--- src/unsigned_128bit_divider_assert.svh ---
// Assertion macros used by the divider's top-level RTL file.
`ifndef UNSIGNED_128BIT_DIVIDER_ASSERT_SVH
`define UNSIGNED_128BIT_DIVIDER_ASSERT_SVH

// Same-cycle implication, checked at every rising edge outside reset.
`define UDIV128_ASSERT_SAME(label, clk, rst, ante, cons) \
   label: assert property (@(posedge clk) disable iff (rst) (ante) |-> (cons)) \
      else $error("divider assertion failed");

// Next-cycle implication, checked at every rising edge outside reset.
`define UDIV128_ASSERT_NEXT(label, clk, rst, ante, cons) \
   label: assert property (@(posedge clk) disable iff (rst) (ante) |=> (cons)) \
      else $error("divider assertion failed");

`endif

--- src/udiv128_pkg.sv ---
// Shared widths and controller-to-datapath command type for the divider.
package udiv128_pkg;

   localparam int HALF_WIDTH  = 64;
   localparam int WIDTH       = 2 * HALF_WIDTH;
   localparam int CNT_WIDTH   = $clog2(WIDTH);
   localparam int TDATA_WIDTH = 4 * HALF_WIDTH;

   typedef struct packed {
      logic load;     // take a new operand pair
      logic step;     // run one restoring iteration
      logic capture;  // move the finished result into the output register
   } udiv128_cmd_type;

endpackage

--- src/udiv128_dp.sv ---
// Datapath of the divider: operand, partial remainder and quotient registers.
module udiv128_dp
   import udiv128_pkg::*;
(
   input  logic                   clock,
   input  udiv128_cmd_type        cmd,
   input  logic [TDATA_WIDTH-1:0] req_tdata,
   output logic [TDATA_WIDTH-1:0] rsp_tdata,
   output logic                   rsp_tuser
);

   logic [WIDTH-1:0] num_ff, num_in;
   logic [WIDTH-1:0] den_ff, den_in;
   logic [WIDTH-1:0] rem_ff, rem_in;
   logic [WIDTH-1:0] quo_ff, quo_in;
   logic             dbz_ff, dbz_in;
   logic [WIDTH-1:0] out_quo_ff, out_quo_in;
   logic [WIDTH-1:0] out_rem_ff, out_rem_in;
   logic             out_dbz_ff, out_dbz_in;

   logic [WIDTH:0]   partial;
   logic [WIDTH:0]   diff;
   logic             take;
   logic [WIDTH-1:0] new_den;

   // Field order on req_tdata: dividend_high, dividend_low, divisor_high, divisor_low.
   assign new_den = {req_tdata[3*HALF_WIDTH-1:2*HALF_WIDTH],
                     req_tdata[4*HALF_WIDTH-1:3*HALF_WIDTH]};

   // Bring down the next dividend bit; a set top bit means the subtract always fits.
   assign partial = {rem_ff, num_ff[WIDTH-1]};
   assign diff    = partial - {1'b0, den_ff};
   assign take    = ~diff[WIDTH];

   always_comb begin
      num_in     = num_ff;
      den_in     = den_ff;
      rem_in     = rem_ff;
      quo_in     = quo_ff;
      dbz_in     = dbz_ff;
      out_quo_in = out_quo_ff;
      out_rem_in = out_rem_ff;
      out_dbz_in = out_dbz_ff;
      if (cmd.load) begin
         num_in = {req_tdata[HALF_WIDTH-1:0], req_tdata[2*HALF_WIDTH-1:HALF_WIDTH]};
         den_in = new_den;
         rem_in = '0;
         quo_in = '0;
         dbz_in = (new_den == '0);
      end else if (cmd.step) begin
         num_in = {num_ff[WIDTH-2:0], 1'b0};
         rem_in = take ? diff[WIDTH-1:0] : partial[WIDTH-1:0];
         quo_in = {quo_ff[WIDTH-2:0], take};
      end
      if (cmd.capture) begin
         // Zero divisor: report zeros with the flag set.
         out_quo_in = dbz_ff ? '0 : quo_ff;
         out_rem_in = dbz_ff ? '0 : rem_ff;
         out_dbz_in = dbz_ff;
      end
   end

   always_ff @(posedge clock) begin
      num_ff     <= num_in;
      den_ff     <= den_in;
      rem_ff     <= rem_in;
      quo_ff     <= quo_in;
      dbz_ff     <= dbz_in;
      out_quo_ff <= out_quo_in;
      out_rem_ff <= out_rem_in;
      out_dbz_ff <= out_dbz_in;
   end

   assign rsp_tdata = {out_rem_ff[HALF_WIDTH-1:0], out_rem_ff[WIDTH-1:HALF_WIDTH],
                       out_quo_ff[HALF_WIDTH-1:0], out_quo_ff[WIDTH-1:HALF_WIDTH]};
   assign rsp_tuser = out_dbz_ff;

endmodule

--- src/udiv128_ctrl.sv ---
// Controller of the divider: accept, iteration count and result handoff.
module udiv128_ctrl
   import udiv128_pkg::*;
(
   input  logic            clock,
   input  logic            reset,
   input  logic            req_tvalid,
   output logic            req_tready,
   output logic            rsp_tvalid,
   input  logic            rsp_tready,
   output udiv128_cmd_type cmd
);

   localparam logic [1:0] ST_IDLE = 2'd0;
   localparam logic [1:0] ST_RUN  = 2'd1;
   localparam logic [1:0] ST_DONE = 2'd2;

   logic [1:0]           state_ff, state_in;
   logic [CNT_WIDTH-1:0] count_ff, count_in;
   logic                 valid_ff, valid_in;

   always_comb begin
      state_in    = state_ff;
      count_in    = count_ff;
      req_tready  = 1'b0;
      cmd.load    = 1'b0;
      cmd.step    = 1'b0;
      cmd.capture = 1'b0;
      case (state_ff)
         ST_IDLE: begin
            req_tready = 1'b1;
            if (req_tvalid) begin
               cmd.load = 1'b1;
               count_in = '0;
               state_in = ST_RUN;
            end
         end
         ST_RUN: begin
            cmd.step = 1'b1;
            count_in = count_ff + 1'b1;
            if (count_ff == CNT_WIDTH'(WIDTH - 1)) begin
               state_in = ST_DONE;
            end
         end
         ST_DONE: begin
            // Hold until the output register is free or being drained.
            if (!valid_ff || rsp_tready) begin
               cmd.capture = 1'b1;
               state_in    = ST_IDLE;
            end
         end
         default: begin
            state_in = ST_IDLE;
         end
      endcase
   end

   always_comb begin
      if (cmd.capture) begin
         valid_in = 1'b1;
      end else if (rsp_tready) begin
         valid_in = 1'b0;
      end else begin
         valid_in = valid_ff;
      end
   end

   always_ff @(posedge clock) begin
      if (reset) begin
         state_ff <= ST_IDLE;
         count_ff <= '0;
         valid_ff <= 1'b0;
      end else begin
         state_ff <= state_in;
         count_ff <= count_in;
         valid_ff <= valid_in;
      end
   end

   assign rsp_tvalid = valid_ff;

endmodule

--- src/unsigned_128bit_divider.sv ---
// Top level of the 128-bit unsigned restoring divider.
// Divides a 128-bit unsigned dividend by a 128-bit unsigned divisor and returns
// quotient and remainder; a zero divisor returns zeros with the divide_by_zero
// flag in rsp_tuser. The accepting cycle loads the operands, 128 iterations of the
// single 129-bit subtract and compare unit follow (one quotient bit each), and a
// final capture step moves the result into the output register. A new word is
// accepted only once the result has moved to the output register, so the divider
// cannot take a new word while one is in progress; a result still waiting in the
// output register holds the next word after its 128 iterations until the sink
// drains it.
module unsigned_128bit_divider
   import udiv128_pkg::*;
(
   input  logic                   clock,
   input  logic                   reset,
   input  logic                   req_tvalid,
   output logic                   req_tready,
   // dividend_high[63:0], dividend_low[127:64], divisor_high[191:128], divisor_low[255:192]
   input  logic [TDATA_WIDTH-1:0] req_tdata,
   output logic                   rsp_tvalid,
   input  logic                   rsp_tready,
   // quotient_high[63:0], quotient_low[127:64], remainder_high[191:128],
   // remainder_low[255:192]
   output logic [TDATA_WIDTH-1:0] rsp_tdata,
   // divide_by_zero[0]
   output logic                   rsp_tuser
);

`include "unsigned_128bit_divider_assert.svh"

   udiv128_cmd_type cmd;

   udiv128_ctrl u_ctrl (
      .clock      (clock),
      .reset      (reset),
      .req_tvalid (req_tvalid),
      .req_tready (req_tready),
      .rsp_tvalid (rsp_tvalid),
      .rsp_tready (rsp_tready),
      .cmd        (cmd)
   );

   udiv128_dp u_dp (
      .clock     (clock),
      .cmd       (cmd),
      .req_tdata (req_tdata),
      .rsp_tdata (rsp_tdata),
      .rsp_tuser (rsp_tuser)
   );

   `UDIV128_ASSERT_NEXT(a_busy_after_accept, clock, reset, req_tvalid && req_tready, !req_tready)
   `UDIV128_ASSERT_SAME(a_no_accept_while_iterating, clock, reset, cmd.step, !req_tready)
   `UDIV128_ASSERT_SAME(a_dbz_zero_data, clock, reset, rsp_tvalid && rsp_tuser, rsp_tdata == '0)
   `UDIV128_ASSERT_NEXT(a_capture_sets_valid, clock, reset, cmd.capture, rsp_tvalid)

endmodule

--- config.mk ---
export PLATFORM = sky130hd
export DESIGN_NAME = unsigned_128bit_divider
export DESIGN_NICKNAME = d
export VERILOG_FILES = /design/src/udiv128_pkg.sv /design/src/udiv128_dp.sv /design/src/udiv128_ctrl.sv /design/src/unsigned_128bit_divider.sv
export VERILOG_INCLUDE_DIRS = /design/src /design/src/src
export SDC_FILE = /design/constraint.sdc
export NUM_CORES = 1
export LEC_CHECK = 0
export BUFFER_PORTS_ARGS = -buffer_cell sky130_fd_sc_hd__buf_2
export CAP_MARGIN = 10
export CORE_ASPECT_RATIO = 0.75
export CORE_MARGIN = 5
export CORE_UTILIZATION = 25
export DETAILED_ROUTE_END_ITERATION = 10
export MAX_ROUTING_LAYER = met4
export PLACE_DENSITY = 0.45
export SLEW_MARGIN = 25
export SYNTH_ARGS = -nofsm -noshare
export SYNTH_HDL_FRONTEND = slang
export SYNTH_SLANG_ARGS = --single-unit
--- constraint.sdc ---
create_clock -name clock -period 15.03 [get_ports clock]
set_clock_uncertainty 0.2 [all_clocks]
set_input_delay 0.7515 -clock clock [delete_from_list [all_inputs] [get_ports clock]]
set_output_delay 0.7515 -clock clock [all_outputs]
set_load 0.01 [all_outputs]
Word-level counts from Yosys, hierarchy flattened --
Cells that the tools add are included.
Cells by class: $add $sub $neg 2, eq/ne operators 6, multiplexer cells 17, bitwise logic cells 1, reduce and logical (&&, ||, !) cells 9
Operators by type and width (number):
- 128-bit two-way mux | 3
- 129-bit by 128-bit subtractor with 129-bit output | 1
- 128-bit zero test | 1
- 7-bit case mux with 2 select lines | 1
- 1-bit two-way mux | 8
- 7-bit by 1-bit adder with 7-bit output (second input constant) | 1
- 7-bit equality test (second input constant) | 1
- 7-bit two-way mux | 1
- 2-bit two-way mux | 3
- 2-bit case mux with 3 select lines | 1
- 2-bit nonzero test | 3
- 2-bit by 1-bit != test with 1-bit output (second input constant) | 2
- 3-bit AND reduction | 1
- 2-bit by 1-bit equality test with 1-bit output (second input constant) | 1
- 2-bit equality test (second input constant) | 1
- 2-bit zero test | 1
- 2-bit != test (second input constant) | 1
- 2-bit AND reduction | 1
- 1-bit zero test | 1
- 1-bit logical OR | 1
- 1-bit NOT | 1
Storage, ports and cells: register bits 780, input port bits 260, output and inout bits 259, word-level logic and storage cells 46

Longest topological paths before layout --
Gate-level depths: netlist (run 1).
depth after elaboration 5, depth in mapped cells 19, depth with buffers taken out 17

By module --
From an unflattened synthesis (run 1), not the netlist that was laid out.
Second synthesis, totals: cells, all modules 3603, area, all modules 38323.0 um2
By module, submodules not included:
- udiv128_dp | instances 1, cells an instance 3542, area each 37798.8 um2, sequential area each 20559.7 um2
- udiv128_ctrl | instances 1, cells an instance 61, area each 524.3 um2, sequential area each 200.2 um2

Worst setup path before layout (run 1) --
Ideal clock, no wire load.
kind input to register, start in rsp_tready, end reg u_dp.out_quo_ff[0] (enable), setup time 0.910 ns, data arrival time 12.148 ns, data required time 13.920 ns, path slack 1.773 ns, cell stages on the path 2, path buffers 0, cell sequence nand2b_1 nor2b_1
RTL lines:
- start, declared | RTL line unsigned_128bit_divider.sv:21 | input logic rsp_tready,
- end signal, assigned | RTL line udiv128_dp.sv:69 | out_quo_ff <= out_quo_in;
- end, declared | RTL line udiv128_dp.sv:17 | logic [WIDTH-1:0] out_quo_ff, out_quo_in;

Worst setup path after layout (run 1) --
start reg u_dp.num_ff[127], end reg u_dp.rem_ff[42]
Between the ends: word-level cells in the longest chain between the ends 2
RTL lines:
- start, declared | RTL line udiv128_dp.sv:12 | logic [WIDTH-1:0] num_ff, num_in;
- start signal, assigned | RTL line udiv128_dp.sv:64 | num_ff <= num_in;
- 129-bit by 128-bit subtractor with 129-bit output | RTL line udiv128_dp.sv:32 | assign diff = partial - {1'b0, den_ff};
- 128-bit two-way mux | RTL line udiv128_dp.sv:52 | rem_in = take ? diff[WIDTH-1:0] : partial[WIDTH-1:0];
- end signal, assigned | RTL line udiv128_dp.sv:66 | rem_ff <= rem_in;
- end, declared | RTL line udiv128_dp.sv:14 | logic [WIDTH-1:0] rem_ff, rem_in;
Every way passes these cells. A chain may end at the register's enable or synchronous reset.

==> metrics.md, run 1 <==
| Metric | Value |
|---|---|
| Status | `finished clean` |
| CTS Hold Buffers Added | `57` |
| Core Rows | `121` |
| Clock transition at path regs | `0.06 ns` |
| Post-synth EDFFs | `514` |
| Max clock buf depth | `3` |
| Period utilisation layout | `0.421` |
| CTS H-tree lvls | `3` |
| Sw frac | `0.355` |
| FILL cells | `15400` |
| Crit path capture type | `flip-flop` |
| Die width | `453 µm` |
| I/O Pins | `519` |
| Initial Util | `0.253` |
| Core region area | `0.146 mm²` |
| Reg2Reg Capture Point | `u_dp.rem_ff[42]$_SDFFE_PP0P_` |
| Hold Fails Final Rpt | `0` |
| Most frequent cell after synthesis | `nand2_1` |
| Power Total | `7.09 mW` |
| CTS tree | `done` |
| CTS buffer count | `87` |
| Max-Cap Viols | `0` |
| Delay of the slowest critical-path stage | `0.69 ns` |
| Setup violators final | `0` |
| Leading post-synthesis cells by cell area | `edfxtp_1 42%, dfxtp_1 14%, nand2_1 6.2%` |
| Top cells by count, synth | `608 x nand2_1, 514 x edfxtp_1, 285 x a21oi_1` |
| Area after DPL | `0.0413 mm²` |
| Nets | `4491` |
| Sum Neg Setup Slack | `0 ns` |
| Sw Pwr | `2.52 mW` |
| I/O Buffers | `518` |
| Comb pwr share | `0.309` |
| Power Density | `158 mW/mm²` |
| Final antenna-violating net count | `0` |
| Most common cell on crit path | `buf_4` |
| Sink Count | `780` |
| Crit path DAT | `6.70 ns` |
| Mapped Area | `0.0368 mm²` |
| Syn Area/Cell | `10.2 µm²` |
| Synth area leader | `edfxtp_1` |
| Flop pwr share | `0.384` |
| Number of global-route vias before repair | `27400` |
| R2r setup slk | `8.71 ns` |
| Final WL | `125 mm` |
| Min Hold Slack | `0.0758 ns` |
| GRT Total Usage | `0.160` |
| Resized Gates After CTS | `0` |
| Register bit total from synthesis | `780` |
| Mapped Nets | `3996` |
| DR WL/cell | `20.4 µm` |
| Setup Crit Path Kind | `flip-flop to flip-flop` |
| Post-synth cell types | `71` |
| Finished Cell Area | `0.0448 mm²` |
| Remaining DRCs | `0` |
| Final count of pins violating max slew | `0` |
| CP Max Fanout | `82` |
| Postcts setup bufs | `0` |
| RSZ-0062 raised after global routing | `no` |
| Data required, critical path | `15.41 ns` |
| WHS Endpoint | `u_dp.den_ff[72]$_DFFE_PP_` |
| Hold crit path type | `input port to flip-flop` |
| Yosys warning count | `0` |
| Initial antenna violation count | `5` |
| Worst-Margin Slew | `1.17 ns` |
| Register area share after synthesis | `0.564` |
| HPWL after DPL | `91.7 mm` |
| Worst path slowest cell | `buf_4` |
| Hold path depth | `1` |
| Root Buffer | `clkbuf_16` |
| Grt total ovfl | `0` |
| Share of total power in the clock network | `0.307` |
| Syn-to-layout area delta | `21.7%` |
| Crit path cell chain | `inv_1 -> ha_1 -> fa_1 -> nand2b_1 -> a21oi_1 -> o41a_2 -> a22o_2 -> o311a_4 -> a21oi_4 -> o21a_1 -> o31a_4 -> o31ai_4 -> a41o_2 -> xnor2_4 -> buf_4 -> buf_16 -> buf_4 -> mux2_2 -> a22o_1` |
| Max transition margin | `0.213` |
| Clock period minus worst slack | `6.32 ns` |
| Full die area | `0.155 mm²` |
| Crit path launch type | `flip-flop` |
| Max rail drop VDD | `0.000104 V` |
| Leakage | `18.0 nW` |
| Post-layout util | `0.307` |
| Clock latency on the worst-skew pair | `0.69 ns` |
| Max Fclk | `158 MHz` |
| Share of cells above drive strength 1 | `0.168` |
| Drt pass-1 iters | `5` |
| Die H | `342 µm` |
| Internal | `4.57 mW` |
| First-pass GRT wire length | `183 mm` |
| Launching point of the worst reg2reg path | `u_dp.num_ff[127]$_DFFE_PP_` |
| Commonest register cell after synthesis | `edfxtp_1` |
| HP Start | `req_tdata[136]` |
| Fraction of registers with async set or reset after synthesis | `0` |
| Reg2reg path depth | `19` |
| Routability cong. | `0.932` |
| Area share of the largest cell type after synthesis | `0.419` |
| Iteration-0 DRC Markers | `1974` |
| DR vias | `28400` |
| Vias per inst | `4.62` |
| Post-Syn Instances | `3606` |
| Largest net degree at the start of global routing | `187` |
logic make-up (layout without fill, tap and decap cells):
kind of cell / after synthesis / after routing / share of synthesized area
other cells: 0 / 2 / 0
fa+ha+maj: 130 / 130 / 0.0444
buf+inv: 355 / 921 / 0.0388
flops: 780 / 780 / 0.564
compound gates: 885 / 885 / 0.153
simple gates: 1322 / 1322 / 0.167
mux: 10 / 10 / 0.00282
xor+xnor: 124 / 124 / 0.0300
placed cells by master (no fill, tap or decap), drive strengths merged, types with 15 or more instances in the layout:
master / n
a22o: 135
xor2: 61
ha: 129
nor4: 42
buf: 545
a32oi: 19
nor2b: 265
nor3: 24
o21ai: 238
nand2: 608
inv: 161
edfxtp: 514
clkbuf: 122
a21o: 67
a21oi: 286
o21a: 20
nand3: 49
nand4: 62
dfxtp: 266
xnor2: 63
dlygate4sd3: 57
o31ai: 16
o21bai: 24
nand2b: 15
nor2: 216
clkinv: 22
sequential cells by signal, indices dropped and copies added (netlist names):
register / count
u_dp.den_ff: 128
u_dp.num_ff: 128
u_dp.out_quo_ff: 128
u_dp.out_rem_ff: 128
u_dp.quo_ff: 128
u_dp.rem_ff: 128
u_ctrl.count_ff: 7
u_ctrl.state_ff: 2
u_ctrl.rsp_tvalid: 1
u_dp.dbz_ff: 1
u_dp.rsp_tuser: 1
stage by stage:
stage,cells,worst slack [ns]
2_1_floorplan,3606,1.77
3_3_place_gp,5920,8.08
3_5_place_dp,5920,8.00
4_1_cts,6137,7.95
5_1_grt,6141,8.33
6_report,6142,8.71
worst max-delay path by stage:
stage | end | startpoint | cells after the start | slack (ns)
floorplan | u_dp.out_quo_ff[0]$_SDFFCE_PP0P_ | rsp_tready | 2 | 1.77
global placement | u_dp.rem_ff[42]$_SDFFE_PP0P_ | u_dp.num_ff[127]$_DFFE_PP_ | 18 | 8.08
detailed placement | u_dp.rem_ff[42]$_SDFFE_PP0P_ | u_dp.num_ff[127]$_DFFE_PP_ | 18 | 8.00
CTS | u_dp.rem_ff[42]$_SDFFE_PP0P_ | u_dp.num_ff[127]$_DFFE_PP_ | 18 | 7.95
global route | u_dp.rem_ff[42]$_SDFFE_PP0P_ | u_dp.num_ff[127]$_DFFE_PP_ | 19 | 8.33
finish | u_dp.rem_ff[42]$_SDFFE_PP0P_ | u_dp.num_ff[127]$_DFFE_PP_ | 19 | 8.71
cell type report:
class / instances / area (µm²) / area share
Inverter: 159 / 607 / 0.0136
Clock buffer: 122 / 2370 / 0.0529
Timing Repair Buffer: 602 / 3460 / 0.0772
Sequential cell: 780 / 20800 / 0.464
Antenna cell: 2 / 5.00 / 0.000112
Clock inverter: 38 / 467 / 0.0104
Tap cell: 1968 / 2460 / 0.0550
Multi-Input combinational cell: 2471 / 14700 / 0.327
power groups by stage:
stage | Sequential, mW | Clock (mW) | Combinational, mW
3_5_place_dp | 2.76 | 0 | 2.13
6_report | 2.72 | 2.18 | 2.19
4_1_cts | 2.72 | 2.26 | 2.15
5_1_grt | 2.74 | 2.35 | 2.43
3_3_place_gp | 2.76 | 0 | 2.13
2_1_floorplan | 2.68 | 0 | 1.59
worst max-delay path, delay by kind of cell, from the launching register on:
family | cells | cell delay, ns
flops | 1 | 0.39
fa+ha+maj | 2 | 0.41
compound gates | 10 | 2.67
xor+xnor | 1 | 0.43
buf+inv | 4 | 1.48
mux | 1 | 0.41
simple gates | 1 | 0.14
metal layers:
| layer | vias to the layer above | global-route usage | part of all wire |
|---|---|---|---|
| li1 | 13800 | - | - |
| met1 | 13800 | 0.230 | 0.49 |
| met2 | 663 | 0.238 | 0.44 |
| met3 | 136 | 0.0268 | 0.050 |
| met4 | 0 | 0.0339 | 0.019 |
| met5 | - | - | 0 |
(Power assumes the default switching activity.)
==> inputs of run 2 (changes only) <==
--- a/config.mk
+++ b/config.mk
@@ -6,6 +6,7 @@
 export SDC_FILE = /design/constraint.sdc
 export NUM_CORES = 1
 export LEC_CHECK = 0
+export ABC_AREA = 1
 export BUFFER_PORTS_ARGS = -buffer_cell sky130_fd_sc_hd__buf_2
 export CAP_MARGIN = 10
 export CORE_ASPECT_RATIO = 0.75
==> constraint.sdc (replaced) <==
create_clock -name clock -period 5.9 [get_ports clock]
set_clock_uncertainty 0.2 [all_clocks]
set_input_delay 0.295 -clock clock [delete_from_list [all_inputs] [get_ports clock]]
set_output_delay 0.295 -clock clock [all_outputs]
set_load 0.01 [all_outputs]
==> run 2 against run 1 <==
Net effect:
- fmax rose by 49%
- via count rose by 39%
- clock power rose to 2.6 times the previous value
- sequential cell count did not move
- synthesized area rose by 17%
- critical path type unchanged
- largest power group is now combinational cells
- highest routed layer unchanged
==> metrics.md, run 2 <==
| Metric | Value |
|---|---|
| Remaining DRCs | `0 (unchanged)` |
| Initial Util | `0.251 (was 0.253)` |
| Pre-CTS setup slack | `1.68 ns (was 8.00 ns)` |
| Syn-to-layout area delta | `24.4% (was 21.7%)` |
| Post-synth cell types | `41 (was 71)` |
| Clock period minus worst slack | `4.24 ns (was 6.32 ns)` |
| Top cells by count, synth | `2322 x nand2_1, 1193 x inv_1, 556 x nor2_1 (was 608 x nand2_1, 514 x edfxtp_1, 285 x a21oi_1)` |
| Share of cells above drive strength 1 | `0.110 (was 0.168)` |
| FILL cells | `18800 (was 15400)` |
| Routability cong. | `1.01 (was 0.932)` |
| I/O Buffers | `518 (unchanged)` |
| CP bufs+invs | `1 (was 4)` |
| Max Fclk | `236 MHz (was 158 MHz)` |
| CTS Hold Buffers Added | `258 (was 57)` |
| Final count of pins violating max slew | `0 (unchanged)` |
| Yosys warning count | `0 (unchanged)` |
| Placed insts | `8600 (was 5920)` |
| Vias per inst | `4.38 (was 4.62)` |
| Synth area leader | `edfxtp_1 (unchanged)` |
| Period utilisation layout | `0.719 (was 0.421)` |
| Nets | `7061 (was 4491)` |
| CTS H-tree lvls | `3 (unchanged)` |
| Sum Neg Setup Slack | `0 ns (unchanged)` |
| Core Rows | `132 (was 121)` |
| Power Density | `435 mW/mm² (was 158 mW/mm²)` |
| Max-Cap Viols | `0 (unchanged)` |
| Hold Fails Final Rpt | `0 (unchanged)` |
| Most common cell on crit path | `nand2_1 (was buf_4)` |
| Worst-Margin Slew | `1.09 ns (was 1.17 ns)` |
| Register area | `0.0208 mm² (unchanged)` |
| Sw frac | `0.460 (was 0.355)` |
| Hold path depth | `2 (was 1)` |
| Register area share after synthesis | `0.481 (was 0.564)` |
| WHS Endpoint | `u_dp.den_ff[12]$_DFFE_PP_ (was u_dp.den_ff[72]$_DFFE_PP_)` |
| Reg2reg path depth | `14 (was 19)` |
| Min setup slack post-route | `1.66 ns (was 8.71 ns)` |
| Crit path DAT | `4.66 ns (was 6.70 ns)` |
| Most common cell after layout, fill and taps aside | `nand2_1 (unchanged)` |
| Hold crit path type | `input port to flip-flop (unchanged)` |
| DR vias | `39600 (was 28400)` |
| Resized Gates After CTS | `0 (unchanged)` |
| Multi-input logic area | `0.0172 mm² (was 0.0147 mm²)` |
| Area after DPL | `0.0482 mm² (was 0.0413 mm²)` |
| DR WL/cell | `21.0 µm (was 20.4 µm)` |
| Post-Syn Instances | `5926 (was 3606)` |
| Max clock buf depth | `3 (unchanged)` |
| CTS tree | `done (unchanged)` |
| Finished Cell Area | `0.0537 mm² (was 0.0448 mm²)` |
| Iteration-0 DRC Markers | `3207 (was 1974)` |
| First-pass GRT wire length | `266 mm (was 183 mm)` |
| Crit path cell chain | `inv_1 -> ha_1 -> nand2_1 -> nor2_1 -> a21oi_1 -> o21bai_1 -> a21oi_1 -> nor2_1 -> nor2_1 -> nand2_1 -> nand2_1 -> nand3_2 -> nand2_1 -> nand2_1 (was inv_1 -> ha_1 -> fa_1 -> nand2b_1 -> a21oi_1 -> o41a_2 -> a22o_2 -> o311a_4 -> a21oi_4 -> o21a_1 -> o31a_4 -> o31ai_4 -> a41o_2 -> xnor2_4 -> buf_4 -> buf_16 -> buf_4 -> mux2_2 -> a22o_1)` |
| Area share of the largest cell type after synthesis | `0.358 (was 0.419)` |
| Die width | `490 µm (was 453 µm)` |
| Data required, critical path | `6.31 ns (was 15.41 ns)` |
| RSZ-0062 raised after global routing | `no (unchanged)` |
| Reg2Reg Capture Point | `u_dp.rem_ff[118]$_SDFFE_PP0P_ (was u_dp.rem_ff[42]$_SDFFE_PP0P_)` |
| Clock transition at path regs | `0.06 ns (about the same)` |
| Sw Pwr | `10.8 mW (was 2.52 mW)` |
| Root Buffer | `clkbuf_16 (unchanged)` |
| Number of global-route vias before repair | `37900 (was 27400)` |
| Share of total power in the clock network | `0.241 (was 0.307)` |
| Initial antenna violation count | `7 (was 5)` |
| Core region area | `0.172 mm² (was 0.146 mm²)` |
| Leakage | `26.3 nW (was 18.0 nW)` |
| I/O Pins | `519 (unchanged)` |
| Clock latency on the worst-skew pair | `0.74 ns (was 0.69 ns)` |
| Final antenna-violating net count | `0 (unchanged)` |
| Postcts setup bufs | `0 (unchanged)` |
| Launching point of the worst reg2reg path | `u_dp.den_ff[77]$_DFFE_PP_ (was u_dp.num_ff[127]$_DFFE_PP_)` |
| Register bit total from synthesis | `780 (unchanged)` |
| Mapped Area | `0.0431 mm² (was 0.0368 mm²)` |
| CTS buffer count | `88 (was 87)` |
| GRT Total Usage | `0.209 (was 0.160)` |
| Crit path capture type | `flip-flop (unchanged)` |
| Mapped Nets | `6316 (was 3996)` |
| Most frequent cells in the layout | `2320 x nand2_1, 1190 x inv_1, 554 x nor2_1, 518 x buf_2, 514 x edfxtp_1 (was 607 x nand2_1, 518 x buf_2, 514 x edfxtp_1, 285 x a21oi_1, 266 x dfxtp_1)` |
| Largest net degree at the start of global routing | `188 (was 187)` |
| Fraction of registers with async set or reset after synthesis | `0 (unchanged)` |
| Setup violators final | `0 (unchanged)` |
| Crit path launch type | `flip-flop (unchanged)` |
| Final WL | `189 mm (was 125 mm)` |
| Full die area | `0.181 mm² (was 0.155 mm²)` |
| Sink Count | `780 (unchanged)` |
| Internal | `12.6 mW (was 4.57 mW)` |
| Top delay family on crit path | `compound AO/OA/AOI/OAI gates (unchanged)` |
| Drt pass-1 iters | `5 (unchanged)` |
| Post-Layout Cell Count | `9027 (was 6142)` |
| HPWL after DPL | `150 mm (was 91.7 mm)` |
| Grt total ovfl | `0 (unchanged)` |
| Commonest register cell after synthesis | `edfxtp_1 (unchanged)` |
| Setup Crit Path Kind | `flip-flop to flip-flop (unchanged)` |
| Comb pwr share | `0.459 (was 0.309)` |
| Leading post-synthesis cells by cell area | `edfxtp_1 36%, nand2_1 20%, dfxtp_1 12% (was edfxtp_1 42%, dfxtp_1 14%, nand2_1 6.2%)` |
| Flop pwr share | `0.300 (was 0.384)` |
| Max rail drop VDD | `0.000265 V (was 0.000104 V)` |
| R2r setup slk | `1.66 ns (was 8.71 ns)` |
| Syn Area/Cell | `7.28 µm² (was 10.2 µm²)` |
| Post-synth EDFFs | `514 (unchanged)` |
| Worst path slowest cell | `a21oi_1 (was buf_4)` |
| Die H | `370 µm (was 342 µm)` |
| CP Max Fanout | `5 (was 82)` |
| Most frequent cell after synthesis | `nand2_1 (unchanged)` |
| Max transition margin | `0.274 (was 0.213)` |
| HP Start | `req_tdata[204] (was req_tdata[136])` |
| Delay of the slowest critical-path stage | `0.83 ns (was 0.69 ns)` |
| Status | `finished clean (unchanged)` |
run 2: changes by cell type after synthesis, moves of 54 or more:
cell	delta
inv_1	+1034
nand3_1	+209
nor2b_1	-265
a21oi_1	-160
clkbuf_1	-61
nand2_1	+1714
o21ai_1	-55
xor2_1	-54
o22ai_1	+127
nor2_1	+340
a21o_1	-65
o21ai_0	-149
a22o_1	-134
run 2: area by class of cell:
class | instances | area share
clock buffers | 114 | 0.0445
well taps | 2278 | 0.0531
diodes | 6 | 0.000280
flip-flops and latches | 780 | 0.387
clock inverters | 48 | 0.00937
inverters | 1203 | 0.0845
repair buffers | 795 | 0.101
multi-input cells | 3803 | 0.321
run 2: per-stage QoR:
stage / hold WS [ns] / power, mW / utilization
after global placement: 0.261 / 17.5 / 0.280
after floorplan: 0.194 / 13.7 / -
final: 0.0946 / 23.4 / 0.312
after detailed placement: 0.262 / 17.5 / 0.280
after CTS: 0.0140 / 23.4 / 0.312
after global routing: 0.0510 / 24.9 / 0.312
run 2: cells by family after synthesis:
family                     share of synthesized area
buffers and inverters                          0.121
adders and majority gates                     0.0379
DFF                                            0.481
xor gates and xnor gates                      0.0128
and+or+nand+nor                                0.306
AOI/OAI and AO/OA                             0.0419
run 2: power by group through the flow:
| stage | Clock, mW | Combinational [mW] | Sequential, mW |
|---|---|---|---|
| floorplan | 0 | 6.71 | 7.00 |
| global placement | 0 | 10.4 | 7.11 |
| detailed placement | 0 | 10.4 | 7.12 |
| CTS | 5.82 | 10.6 | 7.01 |
| global route | 6.03 | 11.8 | 7.09 |
| finish | 5.63 | 10.7 | 7.01 |
run 2: worst register-to-register path, stage by stage (launching register included):
cell      delay [ns]
edfxtp_1        0.38
inv_1           0.13
ha_1            0.30
nand2_1         0.18
nor2_1          0.22
a21oi_1         0.84
o21bai_1        0.25
a21oi_1         0.83
nor2_1          0.09
nor2_1          0.34
nand2_1         0.09
nand2_1         0.08
nand3_2         0.07
nand2_1         0.09
nand2_1         0.04
run 2: worst max path at each step:
stage | startpoint | endpoint | cells after the start
after global routing | u_dp.den_ff[77]$_DFFE_PP_ | u_dp.rem_ff[118]$_SDFFE_PP0P_ | 16
after global placement | u_dp.den_ff[77]$_DFFE_PP_ | u_dp.rem_ff[118]$_SDFFE_PP0P_ | 14
after detailed placement | u_ctrl.state_ff[0]$_SDFFE_PP0P_ | u_dp.rem_ff[42]$_SDFFE_PP0P_ | 8
after CTS | u_ctrl.state_ff[0]$_SDFFE_PP0P_ | u_dp.rem_ff[104]$_SDFFE_PP0P_ | 8
after floorplan | u_ctrl.state_ff[1]$_SDFFE_PP0P_ | u_dp.dbz_ff$_DFFE_PP_ | 5
final | u_dp.den_ff[77]$_DFFE_PP_ | u_dp.rem_ff[118]$_SDFFE_PP0P_ | 14
run 2: metal layers:
metal  routed length (µm)  global-route usage
met1                95200               0.306
met2                76500               0.290
met3                12900              0.0464
met4                 4700              0.0475
met5                    0                   -
